### src/zlsb_pkg.sv
// Shared constants and types for the zone lookup / smoothstep blend block.
// No dependencies; imported by the divider and the top-level module.
package zlsb_pkg;

    localparam int MAX_ZONES_DEF  = 16;
    localparam int VALUE_BITS_DEF = 24;

    // Fixed-point constants (weights in Q1.16, positions in Q16.8)
    localparam int WIDTH_CAP  = 1024;
    localparam int ONE_Q16    = 65536;
    localparam int THREE_Q16  = 3 * ONE_Q16;

    // Blend width is at most WIDTH_CAP, the divisor 2*w one bit more
    localparam int W_BITS     = 11;
    localparam int DEN_BITS   = 12;
    localparam int Q_BITS     = 16;
    localparam int T_BITS     = 17;
    localparam int COEF_BITS  = 19;

    // Register index of zone_count on the configuration port
    localparam logic REG_ZONE_COUNT = 1'b0;

    // Input function codes
    localparam logic FUNC_LOAD  = 1'b0;
    localparam logic FUNC_QUERY = 1'b1;

    typedef struct packed {
        logic                start;
        logic [DEN_BITS-1:0] num;
        logic [DEN_BITS-1:0] den;
    } div_req_t;

    typedef struct packed {
        logic              busy;
        logic [Q_BITS-1:0] quo;
    } div_rsp_t;

endpackage

### src/zlsb_ram.sv
// Generic single-write, single-read RAM with registered read data.
// No dependencies; holds the zone table.
module zlsb_ram #(
    parameter int WIDTH = 96,
    parameter int DEPTH = 16
) (
    input  logic                     clk,
    input  logic                     we,
    input  logic [$clog2(DEPTH)-1:0] waddr,
    input  logic [WIDTH-1:0]         wdata,
    input  logic [$clog2(DEPTH)-1:0] raddr,
    output logic [WIDTH-1:0]         rdata
);

    logic [WIDTH-1:0] mem [DEPTH];

    // Write port and registered read port
    always_ff @(posedge clk)
    begin
        if (we)
        begin
            mem[waddr] <= wdata;
        end
        rdata <= mem[raddr];
    end

endmodule

### src/zlsb_div.sv
// Restoring divider for the blend weight: one quotient bit per cycle.
// Depends on zlsb_pkg (request and response structs).
module zlsb_div
    import zlsb_pkg::*;
(
    input  logic     clk,
    input  logic     rst_n,
    input  div_req_t req,
    output div_rsp_t rsp
);

    localparam int CNT_W = $clog2(Q_BITS + 1);

    logic                busy_reg;
    logic [CNT_W-1:0]    cnt_reg;
    logic [DEN_BITS-1:0] rem_reg;
    logic [DEN_BITS-1:0] den_reg;
    logic [Q_BITS-1:0]   quo_reg;
    logic [DEN_BITS:0]   shifted;
    logic [DEN_BITS:0]   diff;

    // Remainder stays below the divisor, so one spare bit is enough
    assign shifted = {rem_reg, 1'b0};
    assign diff    = shifted - {1'b0, den_reg};

    // Control: a start sets busy and loads the step counter; busy clears when it runs out
    always_ff @(posedge clk or negedge rst_n)
    begin
        if (!rst_n)
        begin
            busy_reg <= 1'b0;
            cnt_reg  <= '0;
        end
        else if (req.start)
        begin
            busy_reg <= 1'b1;
            cnt_reg  <= CNT_W'(Q_BITS);
        end
        else if (busy_reg)
        begin
            cnt_reg <= cnt_reg - CNT_W'(1);
            if (cnt_reg == CNT_W'(1))
            begin
                busy_reg <= 1'b0;
            end
        end
    end

    // Datapath: shift, compare, conditional subtract
    always_ff @(posedge clk)
    begin
        if (req.start)
        begin
            rem_reg <= req.num;
            den_reg <= req.den;
            quo_reg <= '0;
        end
        else if (busy_reg)
        begin
            if (shifted >= {1'b0, den_reg})
            begin
                rem_reg <= DEN_BITS'(diff);
                quo_reg <= {quo_reg[Q_BITS-2:0], 1'b1};
            end
            else
            begin
                rem_reg <= DEN_BITS'(shifted);
                quo_reg <= {quo_reg[Q_BITS-2:0], 1'b0};
            end
        end
    end

    assign rsp.busy = busy_reg;
    assign rsp.quo  = quo_reg;

endmodule

### src/zone_lookup_smoothstep_blend.sv
// Zone lookup with smoothstep blending. A load transaction writes one zone of
// the table. A query binary-searches the zone table through the single RAM
// read port (at most ceil(log2(zone_count)) probes), reads the found, previous
// and next zones, sizes the blend, and then either finishes at once when
// unblended or runs the weight through the bit-serial divider (only when the
// weight is fractional) and four passes of the one shared multiplier. The
// block holds stall while a query is worked.
module zone_lookup_smoothstep_blend
    import zlsb_pkg::*;
#(
    parameter int MAX_ZONES  = MAX_ZONES_DEF,
    parameter int VALUE_BITS = VALUE_BITS_DEF
) (
    input  logic                         clk,
    input  logic                         rst_n,
    // configuration port
    input  logic                         psel,
    input  logic                         penable,
    input  logic                         pwrite,
    input  logic [2:0]                   paddr,
    input  logic [31:0]                  pwdata,
    output logic [31:0]                  prdata,
    output logic                         pready,
    // input channel
    input  logic                         in_valid,
    output logic                         in_stall,
    input  logic                         func,
    input  logic [3:0]                   zone_slot,
    input  logic signed [VALUE_BITS-1:0] zone_begin_x,
    input  logic signed [VALUE_BITS-1:0] zone_end_x,
    input  logic signed [VALUE_BITS-1:0] zone_temperature,
    input  logic signed [VALUE_BITS-1:0] zone_transfer,
    input  logic signed [VALUE_BITS-1:0] position,
    // result channel
    output logic                         out_valid,
    input  logic                         out_stall,
    output logic [3:0]                   found_zone,
    output logic signed [VALUE_BITS-1:0] blended_temperature,
    output logic signed [VALUE_BITS-1:0] blended_transfer,
    output logic                         was_blended
);

    localparam int VB   = VALUE_BITS;
    localparam int IW   = $clog2(MAX_ZONES);
    localparam int RW   = 4 * VB;
    localparam int MA_W = (VB + 1 > T_BITS + 1) ? VB + 1 : T_BITS + 1;
    localparam int PW   = MA_W + COEF_BITS;

    localparam logic [3:0] S_IDLE = 4'd0;
    localparam logic [3:0] S_SRCH = 4'd1;
    localparam logic [3:0] S_SCMP = 4'd2;
    localparam logic [3:0] S_RD0  = 4'd3;
    localparam logic [3:0] S_RD1  = 4'd4;
    localparam logic [3:0] S_RD2  = 4'd5;
    localparam logic [3:0] S_RD3  = 4'd6;
    localparam logic [3:0] S_WID  = 4'd7;
    localparam logic [3:0] S_DEC  = 4'd8;
    localparam logic [3:0] S_SEL  = 4'd9;
    localparam logic [3:0] S_DIV  = 4'd10;
    localparam logic [3:0] S_MT   = 4'd11;
    localparam logic [3:0] S_MS   = 4'd12;
    localparam logic [3:0] S_MA   = 4'd13;
    localparam logic [3:0] S_MB   = 4'd14;
    localparam logic [3:0] S_FIN  = 4'd15;

    // control
    logic [3:0]  state_reg, state_next;
    logic        out_valid_reg;
    logic [4:0]  zone_count_reg;
    logic        accept;
    logic        take_out;
    logic        load_out;

    // search
    logic signed [VB-1:0] x_reg;
    logic [IW:0]          cnt_reg;
    logic [IW-1:0]        lo_reg, hi_reg, mid_reg;
    logic [IW:0]          mid_sum;
    logic [8:0]           count_ext;
    logic [IW:0]          cnt_in;

    // zone entries and lengths
    logic signed [VB-1:0] cur_b, cur_e, cur_t, cur_x;
    logic signed [VB-1:0] prev_t, prev_x, next_t, next_x;
    logic signed [VB:0]   len_p, len_c, len_n, len_rd;
    logic [W_BITS-1:0]    wp_reg, wn_reg;
    logic signed [VB+1:0] nump_reg, numn_reg;

    // blend datapath
    logic signed [VB-1:0]    a_t, a_x;
    logic signed [VB:0]      d_t, d_x;
    logic [T_BITS-1:0]       t_reg;
    logic [COEF_BITS-1:0]    coef_reg;
    logic [T_BITS-1:0]       s_reg;
    logic signed [PW-1:0]    prod_reg;
    logic signed [VB-1:0]    temp_reg;
    logic                    blend_reg;

    // RAM
    logic          ram_we;
    logic [IW-1:0] ram_waddr, ram_raddr;
    logic [RW-1:0] ram_wdata, ram_rdata;
    logic signed [VB-1:0] rd_b, rd_e, rd_t, rd_x;

    // selection
    logic                  sel_p, sel_n, sel_any;
    logic signed [VB+1:0]  sel_num;
    logic [DEN_BITS-1:0]   sel_den;
    logic signed [VB-1:0]  sel_at, sel_ax, sel_bt, sel_bx;
    logic                  sel_zero, sel_full;
    logic                  next_ok;

    // shared multiplier
    logic signed [MA_W-1:0]      mul_a;
    logic signed [COEF_BITS-1:0] mul_b;
    logic signed [PW-1:0]        mul_p;

    div_req_t div_req;
    div_rsp_t div_rsp;

    function automatic logic [W_BITS-1:0] bwidth(input logic signed [VB:0] la,
                                                 input logic signed [VB:0] lb);
        logic signed [VB:0] m;
        logic signed [VB:0] q;
        m = (la < lb) ? la : lb;
        q = m >>> 2;
        if (m <= 0)
            bwidth = '0;
        else if (q > (VB+1)'(WIDTH_CAP))
            bwidth = W_BITS'(WIDTH_CAP);
        else
            bwidth = W_BITS'(q);
    endfunction

    // APB register: zone_count
    assign pready = 1'b1;
    assign prdata = (paddr[2] == REG_ZONE_COUNT) ? {27'd0, zone_count_reg} : 32'd0;

    // Handshake
    assign in_stall  = (state_reg != S_IDLE);
    assign accept    = in_valid && !in_stall;
    assign out_valid = out_valid_reg;
    assign take_out  = out_valid_reg && !out_stall;
    assign load_out  = (state_reg == S_FIN) && (!out_valid_reg || !out_stall);

    // Zone table
    assign ram_we    = accept && (func == FUNC_LOAD) && (9'(zone_slot) < 9'(MAX_ZONES));
    assign ram_waddr = IW'(zone_slot);
    assign ram_wdata = {zone_begin_x, zone_end_x, zone_temperature, zone_transfer};
    assign rd_b      = $signed(ram_rdata[4*VB-1:3*VB]);
    assign rd_e      = $signed(ram_rdata[3*VB-1:2*VB]);
    assign rd_t      = $signed(ram_rdata[2*VB-1:VB]);
    assign rd_x      = $signed(ram_rdata[VB-1:0]);
    assign len_rd    = (VB+1)'(rd_e) - (VB+1)'(rd_b);

    zlsb_ram #(
        .WIDTH (RW),
        .DEPTH (MAX_ZONES)
    ) u_ram (
        .clk   (clk),
        .we    (ram_we),
        .waddr (ram_waddr),
        .wdata (ram_wdata),
        .raddr (ram_raddr),
        .rdata (ram_rdata)
    );

    // Search helpers
    assign count_ext = 9'(zone_count_reg);
    assign cnt_in    = (count_ext > 9'(MAX_ZONES)) ? (IW+1)'(MAX_ZONES) : (IW+1)'(count_ext);
    assign mid_sum   = (IW+1)'(lo_reg) + (IW+1)'(hi_reg);
    assign next_ok   = ((IW+1)'(lo_reg) + (IW+1)'(1)) < cnt_reg;

    // Read address per state
    always_comb
    begin
        case (state_reg)
            S_SRCH:  ram_raddr = IW'(mid_sum >> 1);
            S_RD0:   ram_raddr = lo_reg;
            S_RD1:   ram_raddr = lo_reg - IW'(1);
            S_RD2:   ram_raddr = lo_reg + IW'(1);
            default: ram_raddr = mid_reg;
        endcase
    end

    // Boundary choice: previous zone first, then next zone
    always_comb
    begin
        sel_p   = (lo_reg != '0) && (wp_reg != '0) &&
                  (nump_reg < (VB+2)'($signed({1'b0, wp_reg, 1'b0})));
        sel_n   = next_ok && (wn_reg != '0) && (numn_reg > 0);
        sel_any = sel_p || sel_n;
        if (sel_p)
        begin
            sel_num = nump_reg;
            sel_den = {wp_reg, 1'b0};
            sel_at  = prev_t;
            sel_ax  = prev_x;
            sel_bt  = cur_t;
            sel_bx  = cur_x;
        end
        else
        begin
            sel_num = numn_reg;
            sel_den = {wn_reg, 1'b0};
            sel_at  = cur_t;
            sel_ax  = cur_x;
            sel_bt  = next_t;
            sel_bx  = next_x;
        end
        sel_zero = (sel_num <= 0);
        sel_full = (sel_num >= (VB+2)'($signed({1'b0, sel_den})));
    end

    assign div_req.start = (state_reg == S_SEL) && sel_any && !sel_zero && !sel_full;
    assign div_req.num   = DEN_BITS'(sel_num);
    assign div_req.den   = sel_den;

    zlsb_div u_div (
        .clk   (clk),
        .rst_n (rst_n),
        .req   (div_req),
        .rsp   (div_rsp)
    );

    // Shared multiplier operand select
    always_comb
    begin
        case (state_reg)
            S_MT:
            begin
                mul_a = MA_W'($signed({1'b0, t_reg}));
                mul_b = COEF_BITS'($signed({1'b0, t_reg}));
            end
            S_MS:
            begin
                mul_a = MA_W'($signed({1'b0, prod_reg[32:16]}));
                mul_b = $signed(coef_reg);
            end
            S_MA:
            begin
                mul_a = MA_W'(d_t);
                mul_b = COEF_BITS'($signed({1'b0, prod_reg[32:16]}));
            end
            default:
            begin
                mul_a = MA_W'(d_x);
                mul_b = COEF_BITS'($signed({1'b0, s_reg}));
            end
        endcase
        mul_p = PW'(mul_a) * PW'(mul_b);
    end

    // Sequencer next state
    always_comb
    begin
        state_next = state_reg;
        case (state_reg)
            S_IDLE: if (accept && (func == FUNC_QUERY)) state_next = S_SRCH;
            S_SRCH: state_next = (lo_reg < hi_reg) ? S_SCMP : S_RD0;
            S_SCMP: state_next = S_SRCH;
            S_RD0:  state_next = S_RD1;
            S_RD1:  state_next = S_RD2;
            S_RD2:  state_next = S_RD3;
            S_RD3:  state_next = S_WID;
            S_WID:  state_next = S_DEC;
            S_DEC:  state_next = S_SEL;
            S_SEL:
            begin
                if (!sel_any)
                    state_next = S_FIN;
                else if (sel_zero || sel_full)
                    state_next = S_MT;
                else
                    state_next = S_DIV;
            end
            S_DIV:  if (!div_rsp.busy) state_next = S_MT;
            S_MT:   state_next = S_MS;
            S_MS:   state_next = S_MA;
            S_MA:   state_next = S_MB;
            S_MB:   state_next = S_FIN;
            S_FIN:  if (load_out) state_next = S_IDLE;
            default: state_next = S_IDLE;
        endcase
    end

    // Control registers
    always_ff @(posedge clk or negedge rst_n)
    begin
        if (!rst_n)
        begin
            state_reg      <= S_IDLE;
            out_valid_reg  <= 1'b0;
            zone_count_reg <= '0;
        end
        else
        begin
            state_reg <= state_next;
            if (load_out)
                out_valid_reg <= 1'b1;
            else if (take_out)
                out_valid_reg <= 1'b0;
            if (psel && penable && pwrite && pready && (paddr[2] == REG_ZONE_COUNT))
                zone_count_reg <= pwdata[4:0];
        end
    end

    // Datapath registers
    always_ff @(posedge clk)
    begin
        case (state_reg)
            S_IDLE:
            begin
                x_reg   <= position;
                cnt_reg <= cnt_in;
                lo_reg  <= '0;
                hi_reg  <= (cnt_in != '0) ? IW'(cnt_in - (IW+1)'(1)) : '0;
            end
            S_SRCH: mid_reg <= IW'(mid_sum >> 1);
            S_SCMP:
            begin
                if (x_reg < rd_e)
                    hi_reg <= mid_reg;
                else
                    lo_reg <= mid_reg + IW'(1);
            end
            S_RD1:
            begin
                cur_b <= rd_b;
                cur_e <= rd_e;
                cur_t <= rd_t;
                cur_x <= rd_x;
                len_c <= len_rd;
            end
            S_RD2:
            begin
                prev_t <= rd_t;
                prev_x <= rd_x;
                len_p  <= len_rd;
            end
            S_RD3:
            begin
                next_t <= rd_t;
                next_x <= rd_x;
                len_n  <= len_rd;
            end
            S_WID:
            begin
                wp_reg <= bwidth(len_p, len_c);
                wn_reg <= bwidth(len_c, len_n);
            end
            S_DEC:
            begin
                nump_reg <= (VB+2)'(x_reg) - (VB+2)'(cur_b) + (VB+2)'($signed({1'b0, wp_reg}));
                numn_reg <= (VB+2)'(x_reg) - (VB+2)'(cur_e) + (VB+2)'($signed({1'b0, wn_reg}));
            end
            S_SEL:
            begin
                blend_reg <= sel_any;
                a_t       <= sel_any ? sel_at : cur_t;
                a_x       <= sel_any ? sel_ax : cur_x;
                temp_reg  <= cur_t;
                d_t       <= (VB+1)'(sel_bt) - (VB+1)'(sel_at);
                d_x       <= (VB+1)'(sel_bx) - (VB+1)'(sel_ax);
                t_reg     <= sel_zero ? '0 : T_BITS'(ONE_Q16);
            end
            S_DIV: t_reg <= {1'b0, div_rsp.quo};
            S_MT:
            begin
                prod_reg <= mul_p;
                coef_reg <= COEF_BITS'(THREE_Q16) - COEF_BITS'({t_reg, 1'b0});
            end
            S_MS: prod_reg <= mul_p;
            S_MA:
            begin
                prod_reg <= mul_p;
                s_reg    <= prod_reg[32:16];
            end
            S_MB:
            begin
                prod_reg <= mul_p;
                temp_reg <= a_t + VB'(prod_reg >>> 16);
            end
            default:
            begin
            end
        endcase

        // Result register, held while the result transaction stalls
        if (load_out)
        begin
            found_zone          <= 4'(lo_reg);
            blended_temperature <= temp_reg;
            blended_transfer    <= blend_reg ? a_x + VB'(prod_reg >>> 16) : a_x;
            was_blended         <= blend_reg;
        end
    end

endmodule

### config.mk
export PLATFORM = sky130hd
export DESIGN_NAME = zone_lookup_smoothstep_blend
export DESIGN_NICKNAME = d
export VERILOG_FILES = /design/src/zlsb_pkg.sv /design/src/zlsb_ram.sv /design/src/zlsb_div.sv /design/src/zone_lookup_smoothstep_blend.sv
export SDC_FILE = /design/constraint.sdc
export NUM_CORES = 2
export LEC_CHECK = 0
export ABC_CLOCK_PERIOD_IN_PS = 12600
export BUFFER_PORTS_ARGS = -buffer_cell sky130_fd_sc_hd__buf_4
export CORE_UTILIZATION = 45
export DETAILED_ROUTE_END_ITERATION = 8
export PLACE_DENSITY = 0.66
export REMOVE_ABC_BUFFERS = 1
export SLEW_MARGIN = 20
export SYNTH_ARGS = -nofsm -noshare
export SYNTH_HDL_FRONTEND = slang
export SYNTH_SLANG_ARGS = --single-unit
### constraint.sdc
create_clock -name clk -period 12.6 [get_ports clk]
set_input_delay 1.89 -clock clk [delete_from_list [all_inputs] [get_ports clk]]
set_output_delay 1.89 -clock clk [all_outputs]
set_load 0.05 [all_outputs]
Yosys cells after proc, flatten, opt, wreduce, memory -nomap -nowiden
Memories as Yosys holds them, arrays and structs flattened. A register that Yosys moved wholly into a read port is not among the register bits.
Cells that the tools add are included.
{ "op_classes": {"n_addsub": 18, "multipliers": 1, "order_cmp": 15, "eq_ne": 21, "mux": 46, "bitwise": 2, "reduce_logical": 40} }
{ "ops": {"columns": ["operator", "n"], "rows": [
  ["24-bit 2-to-1 mux", 7],
  ["24-bit by 24-bit subtractor with 25-bit output", 5],
  ["25-bit one-hot mux with 3 select lines", 1],
  ["4-bit one-hot mux with 16 select lines", 1],
  ["19-bit one-hot mux with 3 select lines", 1],
  ["25-bit by 12-bit adder with 26-bit output", 2],
  ["25-bit by 1-bit less-or-equal comparator with 1-bit output (second input constant)", 2],
  ["25-bit < comparator", 2],
  ["25-bit 2-to-1 mux", 2],
  ["24-bit adder", 2],
  ["12-bit 2-to-1 mux", 4],
  ["24-bit one-hot mux with 2 select lines", 1],
  ["23-bit by 12-bit greater-than comparator with 1-bit output (second input constant)", 2],
  ["25-bit by 19-bit multiplier with 40-bit output", 1],
  ["17-bit one-hot mux with 2 select lines", 1],
  ["4-bit == test (second input constant)", 8],
  ["26-bit by 13-bit greater-or-equal comparator with 1-bit output", 1],
  ["26-bit by 1-bit greater-than comparator with 1-bit output (second input constant)", 1],
  ["26-bit by 1-bit less-or-equal comparator with 1-bit output (second input constant)", 1],
  ["26-bit by 13-bit < comparator with 1-bit output", 1],
  ["26-bit 2-to-1 mux", 1],
  ["24-bit < comparator", 1],
  ["4-bit 2-to-1 mux", 6],
  ["11-bit 2-to-1 mux", 2],
  ["35 further kinds", 87]
]} }
{ "totals": {"ff_bits": 707, "ram_bits": 1536, "in_bits": 167, "output_inout_bits": 88, "wordCells": 188, "memories": 1} }
{ "memory_table": {"columns": ["name", "depth", "word_bits", "read_ports", "rd_clocked_by_memory_dff", "wr", "line_no", "text"], "rows": [
  ["u_ram.mem", 16, 96, 1, 1, 1, "zlsb_ram.sv:15", "logic [WIDTH-1:0] mem [DEPTH];"]
]} }

Depth between registers and ports, before layout
{ "depth": {"ltp_word": 9, "ltp_mapped": 36, "depth_no_buf": 31} }

By module
Synthesis repeated with hierarchy kept, for this count alone.
{ "unflattened": {"hier_cells": 7387, "area_unflattened_um2": 112436.6} }
{ "modules_own_cells": {"columns": ["module", "instances", "cells_per_inst", "area_each_um2", "seq_area_each_um2"], "rows": [
  ["zlsb_ram", 1, 2460, 59355.7, 48046.1],
  ["zone_lookup_smoothstep_blend", 1, 4689, 50556.0, 19288.5],
  ["zlsb_div", 1, 238, 2524.9, 1191.1]
]} }

Worst setup path after synthesis
Ideal clock, no wire load.
{ "synth_path": {"path_type": "reg2reg", "startpoint": "register state_reg[2]", "endpoint": "memory u_ram.mem[0][0], enable pin", "setup_ps": 670, "t_arrival_ps": 11407, "required_ps": 11930, "slack_ps": 523, "path_stages_with_launch": 8, "n_path_buf": 3, "synth_period_minus_slack_ps": 12077, "cell_sequence": "dfrtp_1 -> buf_6 -> clkbuf_1 -> clkbuf_1 -> nor4_1 -> nand3b_1 -> or3_1 -> nor3_1"} }
{ "synth_between": {"elab_chain_cells": 6} }
{ "synth_rtl": {"columns": ["item", "line_no", "text"], "rows": [
  ["start: declaration", "zone_lookup_smoothstep_blend.sv:67", "logic [3:0] state_reg, state_next;"],
  ["start signal: assignment", "zone_lookup_smoothstep_blend.sv:298", "state_reg <= state_next;"],
  ["4-bit nonzero test", "zone_lookup_smoothstep_blend.sv:140", "assign in_stall = (state_reg != S_IDLE);"],
  ["1-bit logical NOT", "zone_lookup_smoothstep_blend.sv:141", "assign accept = in_valid && !in_stall;"],
  ["1-bit logical AND", "zone_lookup_smoothstep_blend.sv:141", null],
  ["1-bit logical AND", "zone_lookup_smoothstep_blend.sv:147", "assign ram_we = accept && (func == FUNC_LOAD) && (9'(zone_slot) < 9'(MAX_ZONES));"],
  ["1-bit 2-to-1 mux", "zlsb_ram.sv:20", "if (we)"],
  ["1-bit 2-to-1 mux (not written as such)", "zlsb_ram.sv:22", "mem[waddr] <= wdata;"],
  ["end: declaration", "zlsb_ram.sv:15", null]
]} }
No other way between the ends.

Worst setup path after layout
{ "layout_path": {"startpoint": "register state_reg[2]", "endpoint": "register prod_reg[39], data pin"} }
{ "layout_between": {"elab_chain_cells": 3, "word_cells_on_any_way": 6, "cone_classes": "mul: 1; eq/ne: 3; mux: 2"} }
{ "layout_rtl": {"columns": ["item", "line_no", "text"], "rows": [
  ["4-bit == test", "zone_lookup_smoothstep_blend.sv:229", "case (state_reg)"],
  ["25-bit one-hot mux with 3 select lines or 19-bit one-hot mux with 3 select lines (tied branches)", "zone_lookup_smoothstep_blend.sv:229", null],
  ["25-bit by 19-bit multiplier with 40-bit output (*)", "zone_lookup_smoothstep_blend.sv:251", "mul_p = PW'(mul_a) * PW'(mul_b);"],
  ["via mul_p[39]", "zone_lookup_smoothstep_blend.sv:116", "logic signed [PW-1:0] mul_p;"],
  ["end signal: assignment", "zone_lookup_smoothstep_blend.sv:370", "prod_reg <= mul_p;"],
  ["end signal: assignment", "zone_lookup_smoothstep_blend.sv:373", "S_MS: prod_reg <= mul_p;"],
  ["end signal: assignment", "zone_lookup_smoothstep_blend.sv:376", "prod_reg <= mul_p;"],
  ["end: declaration", "zone_lookup_smoothstep_blend.sv:95", "logic signed [PW-1:0] prod_reg;"]
]} }
The timed path passes the listed nets; every way through them passes the cells marked *.
A chain may end at the register's enable or synchronous reset.

==> results.txt <==
Fin util: 50.5%
Mapped Avg Cell Area: 12.7 µm²
Largest net degree at the start of global routing: 208
Minimum clock period: 10.96 ns
Clock slew at reported path FFs: 0.09 ns
Stages on the worst setup path: 29
CP Data Arrival Time: 11.57 ns
Initial antenna violation count: 22
FP Rows: 185
CP top delay family: adder cells
Clock tree sinks: 2321
Biggest register: u_ram.mem
FF/Latch Area: 68500 µm²
Area occupied by multi-input gates: 41800 µm²
Vias in the first global route: 72300
Mapped Area: 115000 µm²
Worst hold slack: 0.417 ns
Area delta synth->final: 11.7%
Clk_skew: 0.0988 ns
Async SR Flop Fraction: 0.689%
Worst hold path type: reg2reg
Initial DRC count: 6164
Finished Layout Cells: 12700
Floorplan core area: 254000 µm²
Congestion Overflow GR: 0
Drt total wl: 291000 µm
Post-CTS Setup Inserts: 0
Via density: 5.65
DRT Pass-1 Iters: 6
Status: complete, no violations
Final setup vio count: 0
Final Wtd Congestion: 0.916
Top flop regs: u_ram.mem (1536), u_ram.rdata (96)
Unrepaired setup endpoints after global routing: false
Sequential area share after synthesis: 59.7%
Yosys warns: 0
Wire per inst: 22.9 µm
MaxCap Viol Count: 0
Post-synth cell types: 86
Placed instance count: 12300
Root buf cell: clkbuf_16
Final ANT Viol Nets: 0
Max Clk Rate: 0.0913 GHz
CP Launch Point: state_reg[2]
EDFF count, synth: 2193
Chip width: 507 µm
Fill cells: 21400
Final Cycle Share: 87.0%
FF-to-FF Start: state_reg[2]
DR DRC count: 0
CTS resizes: 0
Hold depth: 0
WP buf/inv: 5
Max Slew Vio Count: 0
Starting density of the core: 45.2%
CTS Buf Count: 233
Max stage delay on crit path: 1.01 ns
CTS tree: built
Final hold vios: 0
Maximum clock path buffer count: 3
First-pass GRT wire length: 437000 µm
Gr usage total: 22.5%
Max-Slew Margin vs Limit: 21.8%
Max Fanout on Critical Path: 28
Via Count: 71900
Ports: 255
Max reg flops: 1536
Post-Synthesis Cells: 9035
Worst Max-Slew Pin Slew: 1.16 ns
Startpoint Class: flip-flop
CP max-delay cell: dfrtp_1
Post-DP HPWL: 183000 µm
Later-pin clock latency in the skew report: 0.89 ns
Htree depth: 4
Nets: 10200
R2R depth: 29
CP Class: reg2reg
Hold Crit Start: temp_reg[17]
CP Data Required Time: 13.21 ns
Synth Flop Type: edfxtp_1
Most used cell, CP: fa_1
CTS Hold Bufs: 0
I/O Buffers: 197
Die Height: 507 µm
Worst setup EP type: flip-flop
Die area: 257000 µm²
Share of layout cells above drive strength 1: 8.92%
Yosys reg bits: 2321
-- synth_stat cells, types with 17 or more instances --
cell type / number / share of area [%]
ha_1: 429 / 4.7
nor2_1: 392 / 1.3
nand3_1: 53 / 0.23
o21a_1: 53 / 0.35
a211oi_1: 504 / 3.3
nand2b_1: 43 / 0.23
a22oi_1: 33 / 0.22
nor3_1: 61 / 0.27
buf_4: 33 / 0.22
a311oi_1: 193 / 1.5
nand4_1: 31 / 0.17
a21o_1: 99 / 0.65
inv_1: 794 / 2.6
a21oi_1: 350 / 1.5
o21ai_0: 148 / 0.65
fa_1: 467 / 8.1
nor2b_1: 41 / 0.22
clkbuf_1: 395 / 1.3
and2_1: 402 / 2.2
buf_1: 34 / 0.11
a31oi_1: 221 / 1.2
mux2i_1: 77 / 0.67
dfxtp_1: 112 / 2.0
xnor2_1: 144 / 1.1
mux2_2: 91 / 0.89
xor2_1: 58 / 0.44
nand2_1: 1228 / 4.0
a21boi_0: 17 / 0.11
o31ai_1: 17 / 0.11
and3_1: 38 / 0.21
a22o_1: 20 / 0.15
o21bai_1: 25 / 0.16
and2_0: 17 / 0.093
nor4_1: 37 / 0.20
edfxtp_1: 2193 / 57
-- kinds of logic after synthesis --
kind of cell             Yosys count  share of synthesized area (%)
AND/OR/NAND/NOR                 2406                           9.54
flip-flops                      2321                           59.7
AO/OA/AOI/OAI                   1771                           10.6
buffers and inverters           1266                           4.26
adder cells (fa/ha/maj)          896                           12.8
XOR/XNOR                         202                           1.54
multiplexers                     171                           1.59
other                              2                        0.00654
-- placed cells by master (no fill, tap or decap), drive strengths merged, types with 94 or more instances in the layout --
cell | Yosys | layout
edfxtp | 2193 | 2193
a211oi | 505 | 505
o21ai | 164 | 164
nor2 | 392 | 392
buf | 76 | 314
a21oi | 351 | 351
xnor2 | 144 | 144
a31oi | 221 | 221
mux2 | 94 | 94
nand2 | 1229 | 1229
a311oi | 193 | 193
a21o | 100 | 100
ha | 429 | 429
fa | 467 | 467
inv | 794 | 798
dfxtp | 112 | 112
clkbuf | 395 | 307
and2 | 419 | 419
-- layout make-up --
cell class | instances | share of cell area, %
antenna | 9 | 0.0176
clock buffer | 307 | 5.01
clock inverter | 137 | 1.39
inverter | 795 | 2.33
multi-input combinational | 5479 | 32.6
sequential | 2321 | 53.4
tap | 3366 | 3.28
timing repair buffer | 314 | 1.98
-- routing by layer --
layer  wire (µm)  GRT usage [%]
met5          59              0
met4       10400           8.19
met3       20700           3.93
met2      142000           37.8
met1      119000           29.1
-- final timing paths --
check                           slack (ns)                 endpoint
worst max register to register        1.64             prod_reg[39]
max in group asynchronous            11.36             state_reg[3]
worst min register to register        0.42  blended_temperature[17]
worst max-delay path                  1.64             prod_reg[39]
min in group asynchronous             0.93        zone_count_reg[3]
worst min-delay path                  0.42  blended_temperature[17]
-- worst reg2reg max path, delay by kind of cell (launching register included) --
| family | cells | cell delay (ns) |
|---|---|---|
| AO/OA/AOI/OAI | 9 | 2.70 |
| XOR/XNOR | 1 | 0.12 |
| adder cells (fa/ha/maj) | 8 | 3.64 |
| buffers and inverters | 5 | 0.66 |
| flip-flops | 1 | 1.01 |
| AND/OR/NAND/NOR | 6 | 2.63 |
-- stage by stage --
stage	setup slack, ns	instance area, µm²	setup TNS [ns]
floorplan	-17.41	113000	-1675.75
global placement	1.95	120000	0
detailed placement	1.84	120000	0
CTS	1.86	128000	0
global route	1.25	128000	0
finish	1.64	128000	0
Power is not shown: default switching activity piles up to over one toggle a cycle in this logic, so the estimate is an artifact.
